--- config.mk ---
export PLATFORM = sky130hd
export DESIGN_NAME = cc20_front
export DESIGN_NICKNAME = d
export VERILOG_FILES = /design/src/sv/cc20_pkg.sv /design/src/sv/cc20_front.sv
export SDC_FILE = /design/constraint.sdc
export NUM_CORES = 1
export LEC_CHECK = 0
export BUFFER_PORTS_ARGS = -buffer_cell sky130_fd_sc_hd__buf_2
export CORE_MARGIN = 10
export CORE_UTILIZATION = 40
export CTS_CLUSTER_SIZE = 12
export DETAILED_ROUTE_END_ITERATION = 7
export PLACE_DENSITY_LB_ADDON = 0.12
export REMOVE_ABC_BUFFERS = 1
export SLEW_MARGIN = 10
export SYNTH_ARGS = -nofsm -noshare
export SYNTH_HDL_FRONTEND = slang
export SYNTH_SLANG_ARGS = --single-unit
export TNS_END_PERCENT = 5
--- constraint.sdc ---
create_clock -name clk -period 4.8 [get_ports clk]
set_clock_uncertainty 0.05 [all_clocks]
set_input_delay 0.96 -clock clk [delete_from_list [all_inputs] [get_ports clk]]
set_output_delay 0.96 -clock clk [all_outputs]
set_load 0.02 [all_outputs]
--- src/sv/cc20_pkg.sv ---
// Shared types, constants and round functions for the ChaCha20 keystream block.
package cc20_pkg;

	typedef logic [31:0] word_t;
	typedef logic [15:0][31:0] state_t;

	// One queued block request: counter value and saturated kept byte count.
	typedef struct packed {
		logic [63:0] ctr;
		logic [6:0]  kept;
	} job_t;

	typedef struct packed {
		logic valid;
		job_t job;
	} push_t;

	typedef struct packed {
		logic [63:0] key0;
		logic [63:0] key1;
		logic [63:0] key2;
		logic [63:0] key3;
		logic        long_key;
		logic [63:0] nonce;
	} cfg_t;

	localparam logic [2:0] REG_KEY0     = 3'd0;
	localparam logic [2:0] REG_KEY1     = 3'd1;
	localparam logic [2:0] REG_KEY2     = 3'd2;
	localparam logic [2:0] REG_KEY3     = 3'd3;
	localparam logic [2:0] REG_LONG_KEY = 3'd4;
	localparam logic [2:0] REG_NONCE    = 3'd5;

	localparam logic OP_NEXT = 1'b0;
	localparam logic OP_SEEK = 1'b1;

	localparam logic [6:0] KEPT_MAX = 7'd64;

	// "expand 32-byte k" and "expand 16-byte k" as little-endian words.
	localparam word_t SIGMA0 = 32'h61707865;
	localparam word_t SIGMA1 = 32'h3320646e;
	localparam word_t SIGMA2 = 32'h79622d32;
	localparam word_t SIGMA3 = 32'h6b206574;
	localparam word_t TAU1   = 32'h3120646e;
	localparam word_t TAU2   = 32'h79622d36;

	function automatic word_t rotl(input word_t v, input int unsigned amt);
		rotl = (v << amt) | (v >> (32 - amt));
	endfunction

	// Input block built from the key setup and a counter value.
	function automatic state_t init_state(input cfg_t cfg, input logic [63:0] ctr);
		state_t s;
		logic [63:0] hi0;
		logic [63:0] hi1;
		hi0 = cfg.long_key ? cfg.key2 : cfg.key0;
		hi1 = cfg.long_key ? cfg.key3 : cfg.key1;
		s[0]  = SIGMA0;
		s[1]  = cfg.long_key ? SIGMA1 : TAU1;
		s[2]  = cfg.long_key ? SIGMA2 : TAU2;
		s[3]  = SIGMA3;
		s[4]  = cfg.key0[31:0];
		s[5]  = cfg.key0[63:32];
		s[6]  = cfg.key1[31:0];
		s[7]  = cfg.key1[63:32];
		s[8]  = hi0[31:0];
		s[9]  = hi0[63:32];
		s[10] = hi1[31:0];
		s[11] = hi1[63:32];
		s[12] = ctr[31:0];
		s[13] = ctr[63:32];
		s[14] = cfg.nonce[31:0];
		s[15] = cfg.nonce[63:32];
		return s;
	endfunction

	// Half of a quarter round on all four groups of a column or diagonal round.
	// The first half rotates by 16 and 12, the second half by 8 and 7.
	function automatic state_t half_round(input state_t s, input logic diag,
			input logic second);
		state_t r;
		logic [3:0] ia, ib, ic, id;
		word_t a, b, c, d;
		r = s;
		for (int g = 0; g < 4; g++) begin
			ia = 4'(g);
			ib = diag ? 4'(4 + ((g + 1) % 4)) : 4'(4 + g);
			ic = diag ? 4'(8 + ((g + 2) % 4)) : 4'(8 + g);
			id = diag ? 4'(12 + ((g + 3) % 4)) : 4'(12 + g);
			a = s[ia];
			b = s[ib];
			c = s[ic];
			d = s[id];
			a = a + b;
			d = rotl(d ^ a, second ? 8 : 16);
			c = c + d;
			b = rotl(b ^ c, second ? 7 : 12);
			r[ia] = a;
			r[ib] = b;
			r[ic] = c;
			r[id] = d;
		end
		return r;
	endfunction

endpackage

--- src/sv/cc20_front.sv ---
// Front end: takes request beats, owns the block counter and queues block jobs.
module cc20_front (
	input  logic            clk,
	input  logic            arst_n,
	input  logic            in_valid,
	output logic            in_stall,
	input  logic            op,
	input  logic [63:0]     position,
	input  logic [6:0]      kept_bytes,
	input  logic            queue_full,
	output cc20_pkg::push_t push
);

	logic [63:0] ctr_q;
	logic        take;

	assign in_stall = queue_full;
	assign take     = in_valid && !queue_full;

	// Zero kept bytes means no block; counts above 64 are clipped.
	always_comb begin
		push.valid    = take && (op == cc20_pkg::OP_NEXT) && (kept_bytes != 7'd0);
		push.job.ctr  = ctr_q;
		push.job.kept = (kept_bytes > cc20_pkg::KEPT_MAX) ? cc20_pkg::KEPT_MAX : kept_bytes;
	end

	always_ff @(posedge clk or negedge arst_n) begin
		if (!arst_n) begin
			ctr_q <= 64'd0;
		end else if (take && op == cc20_pkg::OP_SEEK) begin
			ctr_q <= position;
		end else if (push.valid) begin
			ctr_q <= ctr_q + 64'd1;
		end
	end

endmodule

== Word-level counts from Yosys, hierarchy flattened ==
Index checks and enable logic that the tools add are counted.

* Reductions and logical operators: 7
* $add $sub $neg: 1
* Multiplexer cells: 3
* Bitwise gates (word level): 1
* Magnitude comparators: 1

{| class="wikitable"
|+ Operator list
! cell !! number
|-
| $mux W64 || 2
|-
| $add A64 B1 Y64 const B || 1
|-
| $gt A7 B7 Y1 const B || 1
|-
| $mux W7 || 1
|-
| $reduce_bool A7 Y1 || 1
|-
| $logic_and A1 B1 Y1 || 4
|-
| $reduce_bool A2 Y1 || 1
|-
| $logic_not A1 Y1 || 1
|-
| $not A1 Y1 || 1
|}

* Register bits after elaboration: 64
* Output and inout bits: 73
* Input bits: 76

== Logic depth before layout (Yosys ltp) ==
* Depth in word-level cells: 6
* Mapped depth: 8

== Worst setup path after synthesis ==
No wires, ideal clock.

* Kind: input -> output
* Start: in kept_bytes[0]
* End: out push[71] in the netlist's numbering
* Path buffers: 2
* Arrival time: 2.341 ns
* Stages on the path: 5
* Data required time: 3.790 ns
* Path slack: 1.449 ns
* Path through: or4_1 clkbuf_1 o21ai_0 clkbuf_1 inv_1

{| class="wikitable"
|+ RTL lines
! element !! RTL line !! RTL
|-
| start: declaration || cc20_front.sv:9 || <nowiki>input logic [6:0] kept_bytes,</nowiki>
|-
| end: declaration || cc20_front.sv:11 || <nowiki>output cc20_pkg::push_t push</nowiki>
|}

==> key figures <==
Run status
  – Status: finished, final reports clean

Route
  – Vias: about 4,800
  – Vias per cell: 6.069
  – Remaining DRCs: 0
  – Routed length per placed instance: ~20 um
  – ANT nets after route: 0
  – Starting DRT DRC Count: roughly 290
  – 1st-pass router iterations: 5
  – Final wirelength: about 15 mm

Cells and area
  – Layout fillers: 1,017
  – Fraction of layout cells with a size suffix above 1: 27.36%
  – Nets: 721
  – Max reg flops: 64
  – Largest registers: ctr_q (64)
  – Most common cell after layout, fill and taps aside: buf_2
  – Post-route cell area: roughly 0.0053 mm^2
  – Area Overhead vs Synth: 23.59%
  – # diodes: 0
  – Register Area: about 0.0016 mm^2
  – Most flops, register: ctr_q
  – Most used cells in the layout excluding fill and tap cells: buf_2 (148), dfrtp_1 (64), nand3_1 (62)
  – Multi-input gate area: 0.002491 mm^2

Timing
  – Achievable Freq: between 0.2 and 0.3 GHz
  – Worst-margin pin slew: about 1 ns
  – Rel. slew slack: between 30% and 40%
  – Fin. max-slew vios: 0
  – RSZ-0062 raised after global routing: no
  – Final worst-path cycle share: around 75%
  – Min Tclk post-route: 3.581 ns
  – # setup viols final: 0
  – Final hold viol count: 0
  – Hold WS: roughly 0.50 ns
  – Setup TNS: 0 ns

Power
  – Clock share of power: between 20 and 30%
  – Share of power burned in combinational logic: about 28%
  – Reg power frac: 44.9%
  – Leak pwr: roughly 0.0022 uW
  – P_sw: 614.1 uW
  – Net Sw Frac: 37.93%
  – Internal power component: 1005 uW
  – Pwr/cell area: ~300 mW/mm^2
  – Max VDD drop: about 170 uV

Synthesis
  – Asr flop ratio synth: 100.0%
  – Mean Syn Cell Area: around 8.3 um^2
  – Syn Inst Count: roughly 510
  – Synth top area cells: dfrtp_1 (38%), nand3_1 (7.3%), nand2_1 (5.1%)
  – Post-synth EDFFs: 0
  – Dominant synthesized flop cell: dfrtp_1
  – Share of the synthesized area in the top cell type: 37.69%
  – Synth Register Bits: between 60 and 70
  – Synthesized area: 0.004249 mm^2
  – Distinct cells, synth: 56
  – Sequential share of the synthesized area: around 38%
  – Cell type with the highest aggregate area in the netlist: dfrtp_1
  – Yosys warnings: 0

Clock tree
  – H-tree Lvls: 3
  – Post-CTS Hold Buffers: 0
  – CTS tree: done
  – Setup Buffers After CTS: 0
  – Clock buffer count from CTS: 9
  – Clock root cell: clkbuf_8
  – Clock-pin slew on the worst setup and hold paths: ~0.070 ns
  – Post_cts resized: 0
  – Clock Tree Buf Depth: 2
  – CTS sink count: 64
  – Worst-Skew Late Latency: about 0.36 ns

Critical path
  – Max incr delay on CP: about 0.67 ns
  – CP Class: input port to output pin
  – Startpoint types: input port
  – CP Capture Type: output pin
  – WP buf/inv: 4
  – WP data required: 3.79 ns
  – Crit-path slowest cell: or4_1
  – Crit path DAT: roughly 2.6 ns
  – Top delay family on crit path: buffers and inverters
  – Crit-path max FO: 31
  – CP most frequent cell: buf_2
  – Crit path cell chain: buf_2 > or4_1 > o21ai_2 > buf_4 > inv_1 > buf_2

Die
  – Die H: 123.1 um
  – Standard-cell rows: 37
  – Die area: about 0.015 mm^2
  – Core footprint: between 0.01 and 0.015 mm^2
  – Ports: ~150
  – Initial core utilization: 41.16%
  – Die width: 123.1 um

GRT
  – Vias in the first global route: roughly 4,800
  – First-pass GRT wire length: 24.81 mm
  – Total grt overflow: 0
  – Initial antenna violation count: 0
  – Total GRT Usage: about a fifth
  – Pin count of the biggest net entering global routing: 52

Job
  – Max-cap viol count: 0

Min path
  – HP Class: flip-flop to flip-flop

Placed design
  – Dpl cell area: 0.005079 mm^2
  – Routability congestion estimate: roughly 0.83
  – Input/output buffers: between 100 and 150
  – Post-DP HPWL: between 10 and 15 mm
==> power groups by stage <==
| stage | clock (uW) | sequential [uW] | combinational [uW] |
|---|---|---|---|
| after global routing | 476 | 743 | 502 |
| after CTS | 445 | 724 | 460 |
| after global placement | 0 | 730 | 451 |
| after floorplan | 0 | 795 | 191 |
| after detailed placement | 0 | 733 | 457 |
| final | 440 | 727 | 453 |
==> cell usage after synthesis (all sizes together), types with 9 or more instances <==
master  number
a22oi       25
and4        11
clkbuf      28
dfrtp       64
nand2       58
nand3       62
nand4       25
nor2        31
nor3        18
nor4        13
o211ai      14
o21ai       26
or3          9
or4         17
xnor2       10
==> per-stage QoR <==
| stage | instances | power (uW) | worst slack (ns) | utilization (%) |
|---|---|---|---|---|
| final | 783 | 1619 | 1.219 | 50.87 |
| after global routing | 783 | 1721 | 1.126 | 50.87 |
| after CTS | 783 | 1629 | 1.225 | 50.87 |
| after detailed placement | 769 | 1191 | 1.225 | 49.19 |
| after global placement | 769 | 1180 | 1.264 | 49.19 |
| after floorplan | 478 | 985.5 | 0.3586 | - |
==> kinds of logic after synthesis <==
| group | count (synthesis) | share of synthesized area (%) |
|---|---|---|
| adders and majority gates | 1 | 0.2944 |
| muxes | 2 | 0.5006 |
| AOI/OAI and AO/OA | 116 | 19.67 |
| DFF | 64 | 37.69 |
| and+or+nand+nor | 274 | 34.75 |
| xor gates and xnor gates | 15 | 3.092 |
| buffers and inverters | 41 | 4.005 |
==> routing by layer <==
layer	up-vias	global-route usage, %	wire length [um]
li1	2255	-	-
met1	2290	25.27	6571
met2	191	33.00	7203
met3	16	5.469	1311
met4	0	7.351	242
met5	-	0	0
==> area by class of cell <==
type	instances	area share, %
clock buffer	14	3.288
inverter	6	0.4289
multi-input combinational	408	47.44
sequential	64	30.50
tap	136	3.240
timing repair buffer	155	15.11
==> worst paths after layout <==
| check | start | endpoint | slack, ns | depth (start not counted) |
|---|---|---|---|---|
| min in group asynchronous | arst_n | ctr_q[50] | 0.72 | 1 |
| max | kept_bytes[0] | push[71] | 1.22 | 6 |
| max reg2reg | ctr_q[0] | ctr_q[50] | 2.01 | 6 |
| min | ctr_q[19] | ctr_q[19] | 0.50 | 1 |
| max in group asynchronous | arst_n | ctr_q[59] | 3.08 | 2 |
| min reg2reg | ctr_q[19] | ctr_q[19] | 0.50 | 1 |
No activity file was read; power rests on OpenSTA's default activity.
