==> src/sv/cc20_pkg.sv <==
// Shared types, constants and round functions for the ChaCha20 keystream block.
package cc20_pkg;

	typedef logic [31:0] word_t;
	typedef logic [15:0][31:0] state_t;

	// One queued block request: counter value and saturated kept byte count.
	typedef struct packed {
		logic [63:0] ctr;
		logic [6:0]  kept;
	} job_t;

	typedef struct packed {
		logic valid;
		job_t job;
	} push_t;

	typedef struct packed {
		logic [63:0] key0;
		logic [63:0] key1;
		logic [63:0] key2;
		logic [63:0] key3;
		logic        long_key;
		logic [63:0] nonce;
	} cfg_t;

	localparam logic [2:0] REG_KEY0     = 3'd0;
	localparam logic [2:0] REG_KEY1     = 3'd1;
	localparam logic [2:0] REG_KEY2     = 3'd2;
	localparam logic [2:0] REG_KEY3     = 3'd3;
	localparam logic [2:0] REG_LONG_KEY = 3'd4;
	localparam logic [2:0] REG_NONCE    = 3'd5;

	localparam logic OP_NEXT = 1'b0;
	localparam logic OP_SEEK = 1'b1;

	localparam logic [6:0] KEPT_MAX = 7'd64;

	// "expand 32-byte k" and "expand 16-byte k" as little-endian words.
	localparam word_t SIGMA0 = 32'h61707865;
	localparam word_t SIGMA1 = 32'h3320646e;
	localparam word_t SIGMA2 = 32'h79622d32;
	localparam word_t SIGMA3 = 32'h6b206574;
	localparam word_t TAU1   = 32'h3120646e;
	localparam word_t TAU2   = 32'h79622d36;

	function automatic word_t rotl(input word_t v, input int unsigned amt);
		rotl = (v << amt) | (v >> (32 - amt));
	endfunction

	// Input block built from the key setup and a counter value.
	function automatic state_t init_state(input cfg_t cfg, input logic [63:0] ctr);
		state_t s;
		logic [63:0] hi0;
		logic [63:0] hi1;
		hi0 = cfg.long_key ? cfg.key2 : cfg.key0;
		hi1 = cfg.long_key ? cfg.key3 : cfg.key1;
		s[0]  = SIGMA0;
		s[1]  = cfg.long_key ? SIGMA1 : TAU1;
		s[2]  = cfg.long_key ? SIGMA2 : TAU2;
		s[3]  = SIGMA3;
		s[4]  = cfg.key0[31:0];
		s[5]  = cfg.key0[63:32];
		s[6]  = cfg.key1[31:0];
		s[7]  = cfg.key1[63:32];
		s[8]  = hi0[31:0];
		s[9]  = hi0[63:32];
		s[10] = hi1[31:0];
		s[11] = hi1[63:32];
		s[12] = ctr[31:0];
		s[13] = ctr[63:32];
		s[14] = cfg.nonce[31:0];
		s[15] = cfg.nonce[63:32];
		return s;
	endfunction

	// Half of a quarter round on all four groups of a column or diagonal round.
	// The first half rotates by 16 and 12, the second half by 8 and 7.
	function automatic state_t half_round(input state_t s, input logic diag,
			input logic second);
		state_t r;
		logic [3:0] ia, ib, ic, id;
		word_t a, b, c, d;
		r = s;
		for (int g = 0; g < 4; g++) begin
			ia = 4'(g);
			ib = diag ? 4'(4 + ((g + 1) % 4)) : 4'(4 + g);
			ic = diag ? 4'(8 + ((g + 2) % 4)) : 4'(8 + g);
			id = diag ? 4'(12 + ((g + 3) % 4)) : 4'(12 + g);
			a = s[ia];
			b = s[ib];
			c = s[ic];
			d = s[id];
			a = a + b;
			d = rotl(d ^ a, second ? 8 : 16);
			c = c + d;
			b = rotl(b ^ c, second ? 7 : 12);
			r[ia] = a;
			r[ib] = b;
			r[ic] = c;
			r[id] = d;
		end
		return r;
	endfunction

endpackage

==> src/sv/cc20_queue.sv <==
// Small job queue between the front end and the round pipeline.
module cc20_queue #(
	parameter int DEPTH = 4
) (
	input  logic            clk,
	input  logic            arst_n,
	input  cc20_pkg::push_t push,
	input  logic            pop,
	output logic            full,
	output logic            empty,
	output cc20_pkg::job_t  head
);

	localparam int PW = (DEPTH > 1) ? $clog2(DEPTH) : 1;
	localparam int CW = $clog2(DEPTH + 1);
	localparam logic [PW-1:0] LAST = PW'(DEPTH - 1);
	localparam logic [CW-1:0] FULL_COUNT = CW'(DEPTH);

	cc20_pkg::job_t mem_q [DEPTH];
	logic [PW-1:0] wr_ptr_q;
	logic [PW-1:0] rd_ptr_q;
	logic [CW-1:0] count_q;
	logic          do_push;
	logic          do_pop;

	assign full    = (count_q == FULL_COUNT);
	assign empty   = (count_q == '0);
	assign head    = mem_q[rd_ptr_q];
	assign do_push = push.valid && !full;
	assign do_pop  = pop && !empty;

	always_ff @(posedge clk) begin
		if (do_push) begin
			mem_q[wr_ptr_q] <= push.job;
		end
	end

	always_ff @(posedge clk or negedge arst_n) begin
		if (!arst_n) begin
			wr_ptr_q <= '0;
			rd_ptr_q <= '0;
			count_q  <= '0;
		end else begin
			if (do_push) begin
				wr_ptr_q <= (wr_ptr_q == LAST) ? '0 : wr_ptr_q + 1'b1;
			end
			if (do_pop) begin
				rd_ptr_q <= (rd_ptr_q == LAST) ? '0 : rd_ptr_q + 1'b1;
			end
			if (do_push && !do_pop) begin
				count_q <= count_q + 1'b1;
			end else if (do_pop && !do_push) begin
				count_q <= count_q - 1'b1;
			end
		end
	end

	a_count_bound: assert property (@(posedge clk) disable iff (!arst_n)
		count_q <= FULL_COUNT)
		else $error("queue count beyond depth");

	a_no_lost_push: assert property (@(posedge clk) disable iff (!arst_n)
		push.valid |-> !full)
		else $error("job pushed into a full queue");

	a_count_track: assert property (@(posedge clk) disable iff (!arst_n)
		(do_push && !do_pop) |=> count_q == $past(count_q) + 1'b1)
		else $error("queue count did not follow a push");

endmodule

==> config.mk <==
export PLATFORM = sky130hd
export DESIGN_NAME = cc20_queue
export DESIGN_NICKNAME = d
export VERILOG_FILES = /design/src/sv/cc20_pkg.sv /design/src/sv/cc20_queue.sv
export SDC_FILE = /design/constraint.sdc
export NUM_CORES = 1
export LEC_CHECK = 0
export BUFFER_PORTS_ARGS = -buffer_cell sky130_fd_sc_hd__buf_2
export CORE_UTILIZATION = 35
export CTS_CLUSTER_DIAMETER = 40
export DETAILED_ROUTE_END_ITERATION = 16
export GPL_TIMING_DRIVEN = 0
export MAX_ROUTING_LAYER = met4
export PLACE_DENSITY = 0.64
export SYNTH_ARGS = -nofsm -noshare
export SYNTH_HDL_FRONTEND = slang
export SYNTH_SLANG_ARGS = --single-unit
==> constraint.sdc <==
create_clock -name clk -period 4.2 [get_ports clk]
set_input_delay 0.42 -clock clk [delete_from_list [all_inputs] [get_ports clk]]
set_output_delay 0.42 -clock clk [all_outputs]
set_load 0.01 [all_outputs]
Yosys cells after proc, flatten, opt, wreduce, memory -nomap -nowiden
Memories as Yosys holds them, arrays and structs flattened.
Cells that the tools add are included.
Widths: inputs -> output; s select.
- memories: 1
- word-level logic and storage cells: 27
- latch bits: 0
- output and inout bits: 73
- ROM bits: 0
- bits in writable memories: 284
- flip-flop bits (word level): 7
- shift operators: 0
- div/mod/pow operators: 0
- bitwise logic cells: 0
- reductions and logical operators: 10
- eq/ne operators: 3
- $add $sub $neg: 4
- order comparisons: 0
- multiplexer cells: 6
- multiply operators: 0
- memory list (name ; depth ; width ; read ports ; clocked after memory_dff ; write ports ; line ; RTL):
    mem_q ; 4 ; 71 ; 1 ; 0 ; 1 ; cc20_queue.sv:19 ; cc20_pkg::job_t mem_q [DEPTH];
- operator list (cell ; count):
    $mux 3 ; 2
    $add 2x1->2 const B ; 2
    $eq 2x2->1 const B ; 2
    $logic_and 1x1->1 ; 4
    $logic_not 1->1 ; 4
    $mux 2 ; 2
    $add 3x1->3 const B ; 1
    $eq 3x3->1 const B ; 1
    $logic_not 3->1 ; 1
    $sub 3x1->3 const B ; 1
    $mux 1 ; 2
    $reduce_bool 2->1 ; 1

Depth between registers and ports, before layout
Gate-level depths: netlist of run 1.
- depth after elaboration: 7
- mapped depth: 8
- mapped depth without buffers: 8

Worst setup path after synthesis of run 1
Ideal clock, no wire load.
- path type: register to register
- start point: reg wr_ptr_q[0]
- end point: mem mem_q[3][0] (netlist bit) (enable)
- cell stages (with the launch flop): 4
- clock period less this slack: 4.097 ns
- arrival: 3.595 ns
- required time: 3.698 ns
- setup slack: 0.103 ns
- cells stage by stage: dfrtp_1 -> ha_1 -> nand2_1 -> nor2_1
- RTL lines (element ; line ; RTL):
    from (decl) ; cc20_queue.sv:20 ; logic [PW-1:0] wr_ptr_q;
    from (signal assigned) ; cc20_queue.sv:45 ; wr_ptr_q <= (wr_ptr_q == LAST) ? '0 : wr_ptr_q + 1'b1;
    to (decl) ; cc20_queue.sv:19 ;
No word-level cell before the write port.

==> qor.txt, run 1 <==
Worst Tran Pin Value -> 0.786 ns
final core occ -> 45.2%
Setup WS pre-CTS -> 2.01 ns
sw frac -> 27.2%
Setup CP Type -> reg2out
HP Class -> in2reg
Final Hold Vio Count -> 0
Post-synth EDFFs -> 284
post-route minimum period -> 2.43 ns
DRC errors left -> 0
slowest cell delay on critical path -> 0.52 ns
Routed wire per std cell -> 19.4 um
Slew Viols, Final -> 0
Syn Area/Cell -> 26.4 um^2
combinational power share -> 27.2%
Die ar. -> 31500 um^2
share of the synthesized area in the top cell type -> 79.2%
Die H -> 177 um
CTS tree -> done
Async SR Flop Fraction -> 2.41%
Setup WS post-layout -> 1.77 ns
placer's final routability congestion estimate -> 0.690
Final Skew -> 0.0189 ns
antenna cells -> 0
FILL cells -> 2514
post-CTS setup buffer count -> 0
FMAX -> 411 MHz
Max-slew headroom -> 47.5%
core region area -> 30000 um^2
Syn Nets -> 490
RSZ-0062 raised after global routing -> no
CP max stage cell -> mux4_2
htree depth -> 2
root buffer cell -> clkbuf_16
Clk pwr share -> 34.0%
status -> completed
period utilization -> 57.9%
drt initial violations -> 296
drt total wl -> 19800 um
worst-path cell chain -> buf_6 -> buf_8 -> mux4_2 -> buf_2
clk sink count -> 291
Reg clk slew, reported paths -> 0.06 ns
synthesized area -> 10800 um^2
Post-DRT Antenna Nets -> 0
endpoint type of the worst setup path -> primary output
Detailed Routing Iterations Pass 1 -> 4
Worst-Skew Late Latency -> 0.51 ns
largest net degree at the start of global routing -> 39
total power -> 10200 uW
Initial Util -> 36.0%
Startpoint Class -> register
DR vias -> 4894
cell with the most instances after synthesis -> edfxtp_1
post_cts resized -> 0
Boundary Pins -> 148
Seq pwr share -> 38.9%
Synth Register Bits -> 291
worst path required time -> 3.78 ns
sequential share of the synthesized area -> 80.8%
Lkg Pwr -> 0.00469 uW
share of layout cells above drive strength 1 -> 49.4%
Worst VDD drop -> 437 uV
Clock Path Buffers -> 3
# setup viols final -> 0
first-pass GRT wire length -> 30200 um
P_int -> 7460 uW
vias in the first global route -> 5357
Die X -> 177 um
area delta synth->final -> 25.7%
synthesized instance count -> 408
PwrDens -> 756 nW/um^2
Layout Nets -> 683
Vias/cell -> 4.80
Critical Path AT -> 2.01 ns
switching power -> 2780 uW
max-cap viol count -> 0
initial antenna violation count -> 0
row cnt -> 63
most frequent cells after synthesis -> edfxtp_1, mux4_2, buf_2, dfrtp_1
Distinct cells, synth -> 23
GRT Total Usage -> 13.2%
post-synth top area cell -> edfxtp_1
synth top area cells -> edfxtp_1, mux4_2, dfrtp_1
main flop type after synthesis -> edfxtp_1
CTS buffer count -> 38
total grt overflow -> 0
CP Max Fanout -> 10
Port-buffer cells -> 147
Post-DP HPWL -> 12300 um
Synth warnings -> 0
-- layout by cell type (no fill, tap or decap), types with 2 or more instances in the layout --
cell type  netlist  final
and2_4           0      3
buf_12           6      8
buf_16           0      3
buf_2            8    155
bufinv_16        0      8
clkbuf_1         0      4
clkbuf_16        0     41
clkinv_1         0      3
clkinv_2         0      3
clkinv_4         0      4
dfrtp_1          7      7
edfxtp_1       284    284
ha_1             6      6
inv_1            3      3
inv_6            0      2
inv_8            0      3
mux2_4           2      2
mux4_2          71     71
nor2_1           3      2
nor3_1           2      2
xor2_1           2      2
-- critical path: cells and delay by family (launching register included) --
kind                   cells  cell delay [ns]
buffers and inverters      3             0.62
DFF                        1             0.36
muxes                      1             0.52
-- stage by stage --
stage          hold slack, ns  setup TNS [ns]  cell area (um^2)  std cells
2_1_floorplan           0.124               0             10800        408
3_3_place_gp            0.257         -167.57             12000        945
3_5_place_dp            0.269               0             12100        950
4_1_cts                0.0937               0             13500       1020
5_1_grt                 0.100               0             13500       1020
6_report                0.124               0             13500       1020
-- cells by family (layout without fill, tap and decap cells) --
kind of cell,Yosys count,in the layout,share of synthesized area [%]
AOI/OAI and AO/OA,2,2,0.186
DFF,291,291,80.8
adders and majority gates,7,7,0.883
xor gates and xnor gates,3,3,0.244
buffers and inverters,19,241,1.84
muxes,75,75,15.3
and+or+nand+nor,11,11,0.709
-- metal layers --
metal / wire [um] / track usage, % / up-vias / part of all wire [%]
met5: 0 / - / - / 0
met4: 432 / 3.99 / 0 / 2.2
met3: 1140 / 3.30 / 38 / 5.8
met2: 9940 / 21.6 / 136 / 50
met1: 8260 / 16.3 / 2561 / 42
li1: - / - / 2159 / -
-- area by class of cell --
| type | instances | area (um^2) | share of cell area (%) |
|---|---|---|---|
| Clock buffer | 45 | 1040 | 7.69 |
| Multi-Input combinational cell | 98 | 1880 | 13.9 |
| Sequential cell | 291 | 8700 | 64.3 |
| Timing Repair Buffer | 153 | 868 | 6.41 |
| Inverter | 3 | 11.3 | 0.0831 |
| Buffer | 16 | 186 | 1.38 |
| Clock inverter | 24 | 360 | 2.66 |
| Tap cell | 390 | 488 | 3.60 |
-- repair_timing --
item                                    CTS  global route
hold buffers                              1             0
endpoints found under the hold margin     7             0
endpoints found under the setup margin    0             0
-- flip-flops by register name, summed over array words and instances, names as in the netlist --
signal / cells
count_q: 3
wr_ptr_q: 2
mem_q: 284
rd_ptr_q: 2
-- final timing paths --
| check | startpoint | slack, ns | cells after the start | endpoint |
|---|---|---|---|---|
| max in group asynchronous | arst_n | 3.76 | 2 | count_q[1] |
| min in group asynchronous | arst_n | 0.27 | 2 | count_q[0] |
| max | rd_ptr_q[0] | 1.77 | 4 | head[49] |
| min | push[51] | 0.12 | 1 | mem_q[2][51] |
| max reg2reg | count_q[0] | 2.02 | 7 | count_q[2] |
| min reg2reg | count_q[2] | 0.56 | 1 | count_q[2] |
-- power by group through the flow --
stage	clock (uW)	sequential [uW]	combinational, uW
final	3480	3980	2780
after global routing	3680	4020	3040
after CTS	3560	3990	2880
after detailed placement	0	4050	2880
after global placement	0	4090	2740
after floorplan	0	4030	1830
(Power assumes the default switching activity.)
==> run 2, diff against run 1 <==
Settings changed: PLACE_DENSITY 0.64 to 0.62.
Clock period 4.2 ns to 2.3 ns, I/O delays scaled along.
==> qor.txt, run 2 (same netlist as run 1, synthesis figures left out) <==
status -> completed
Critical Path AT -> 1.96 ns
share of layout cells above drive strength 1 -> 45.1%
Worst VDD drop -> 907 uV
Startpoint Class -> register
CP Max Fanout -> 10
Reg clk slew, reported paths -> 0.05 ns
fin cells -> 1099
max reg flops -> 284
Boundary Pins -> 148
Setup WS post-layout -> 0.108 ns
core region area -> 30000 um^2
clk sink count -> 291
HP Class -> in2reg
Post-DP HPWL -> 12400 um
htree depth -> 2
Die ar. -> 31500 um^2
max-cap viol count -> 0
worst path required time -> 2.07 ns
commonest non-fill, non-tap cell in the layout -> edfxtp_1
Setup CP Type -> reg2out
reg2reg setup slack -> 0.19 ns
Final Hold Vio Count -> 0
PwrDens -> 1310 nW/um^2
initial antenna violation count -> 0
biggest regs -> mem_q (284), count_q (3)
GRT Total Usage -> 13.7%
Worst Tran Pin Value -> 0.900 ns
CP startpoint -> rd_ptr_q[0]
row cnt -> 63
Seq. cell area -> 8700 um^2
placed instance count -> 950
Setup WS pre-CTS -> 0.0892 ns
largest net degree at the start of global routing -> 40
DR vias -> 5199
Multi-input gate area -> 1890 um^2
period utilization -> 95.3%
FILL cells -> 2491
Post-DRT Antenna Nets -> 0
Die X -> 177 um
root buffer cell -> clkbuf_16
Detailed Routing Iterations Pass 1 -> 4
total grt overflow -> 0
antenna cells -> 0
Layout Nets -> 759
Final Skew -> 0.0165 ns
most frequent cells in the layout -> edfxtp_1, buf_2, dlygate4sd3_1, mux4_2, clkbuf_16
FF-to-FF path depth -> 4
CTS buffer count -> 40
r2r startpoint -> count_q[2]
Routed wire per std cell -> 18.5 um
Lkg Pwr -> 0.00500 uW
Clock Path Buffers -> 3
Initial Util -> 36.0%
area delta synth->final -> 32.6%
Worst Setup EP -> head[66]
first-pass GRT wire length -> 31600 um
endpoint type of the worst setup path -> primary output
vias in the first global route -> 5803
Die H -> 177 um
Vias/cell -> 4.73
FMAX -> 456 MHz
CTS tree -> done
Reg-to-Reg End -> mem_q[1][16]
Max-slew headroom -> 39.8%
Worst-Skew Late Latency -> 0.51 ns
DRC errors left -> 0
post-route minimum period -> 2.19 ns
Port-buffer cells -> 147
placer's final routability congestion estimate -> 0.685
drt total wl -> 20300 um
Top reg by flops -> mem_q
Slew Viols, Final -> 0
# setup viols final -> 0
drt initial violations -> 197
run 2: changes by cell type in the layout (fill, tap and decap cells not counted), moves of 3 or more:
cell           delta
buf_12            +4
buf_2             -6
buf_4             +7
clkinv_2          +6
dlygate4sd3_1    +71
inv_6             +3
inv_8             -3
run 2: area by class of cell:
type / instances / area share, %
inverters: 3 / 0.0789
clock buffers: 45 / 7.29
well taps: 390 / 3.42
flip-flops and latches: 291 / 60.9
plain buffers: 16 / 1.51
clock inverters: 29 / 2.39
multi-input cells: 98 / 13.3
repair buffers: 227 / 11.1
run 2: how the worst min path moves through the flow:
stage,end,depth (start not counted),start
6_report,rd_ptr_q[0],3,pop
5_1_grt,count_q[0],2,arst_n
4_1_cts,count_q[1],2,arst_n
3_5_place_dp,count_q[1],1,arst_n
3_3_place_gp,count_q[2],1,arst_n
2_1_floorplan,count_q[0],0,arst_n
run 2: metrics by stage:
step                      hold slack (ns)  TNS (ns)  instance area (um^2)  utilization [%]  total power (uW)
after CTS                          0.0598    -0.710                 14200             47.5             19100
final                              0.0639         0                 14300             47.7             18800
after global placement             0.0676   -252.73                 12000             40.1             12400
after detailed placement           0.0795         0                 12100             40.5             12600
after floorplan                   -0.0656    -42.15                 10800                -             10700
after global routing               0.0686   -0.0101                 14300             47.7             19700
run 2: where the power goes:
part | leakage, uW | internal (uW) | switching, uW | total [uW]
registers | 0.00268 | 7000 | 282 | 7280
logic | 0.00164 | 2600 | 2670 | 5270
clock network | 0.000675 | 3980 | 2240 | 6220
run 2: timing repair:
action                     CTS  global route
setup endpoints to repair   65            37
cloned                       0             0
hold buffers                72             0
gates resized for setup      6             4
setup buffers                0             3
hold endpoints to repair   291             0
run 2: metal layers:
metal	vias to the layer above	part of all wire, %	track usage (%)
li1	2309	-	-
met1	2707	41	16.3
met2	141	52	23.2
met3	42	4.7	2.76
met4	0	2.4	4.45
met5	-	0	-
run 2: critical path: stages (launching register included):
cell,delay [ns]
dfrtp_1,0.39
buf_12,0.19
buf_12,0.17
mux4_2,0.54
buf_2,0.16
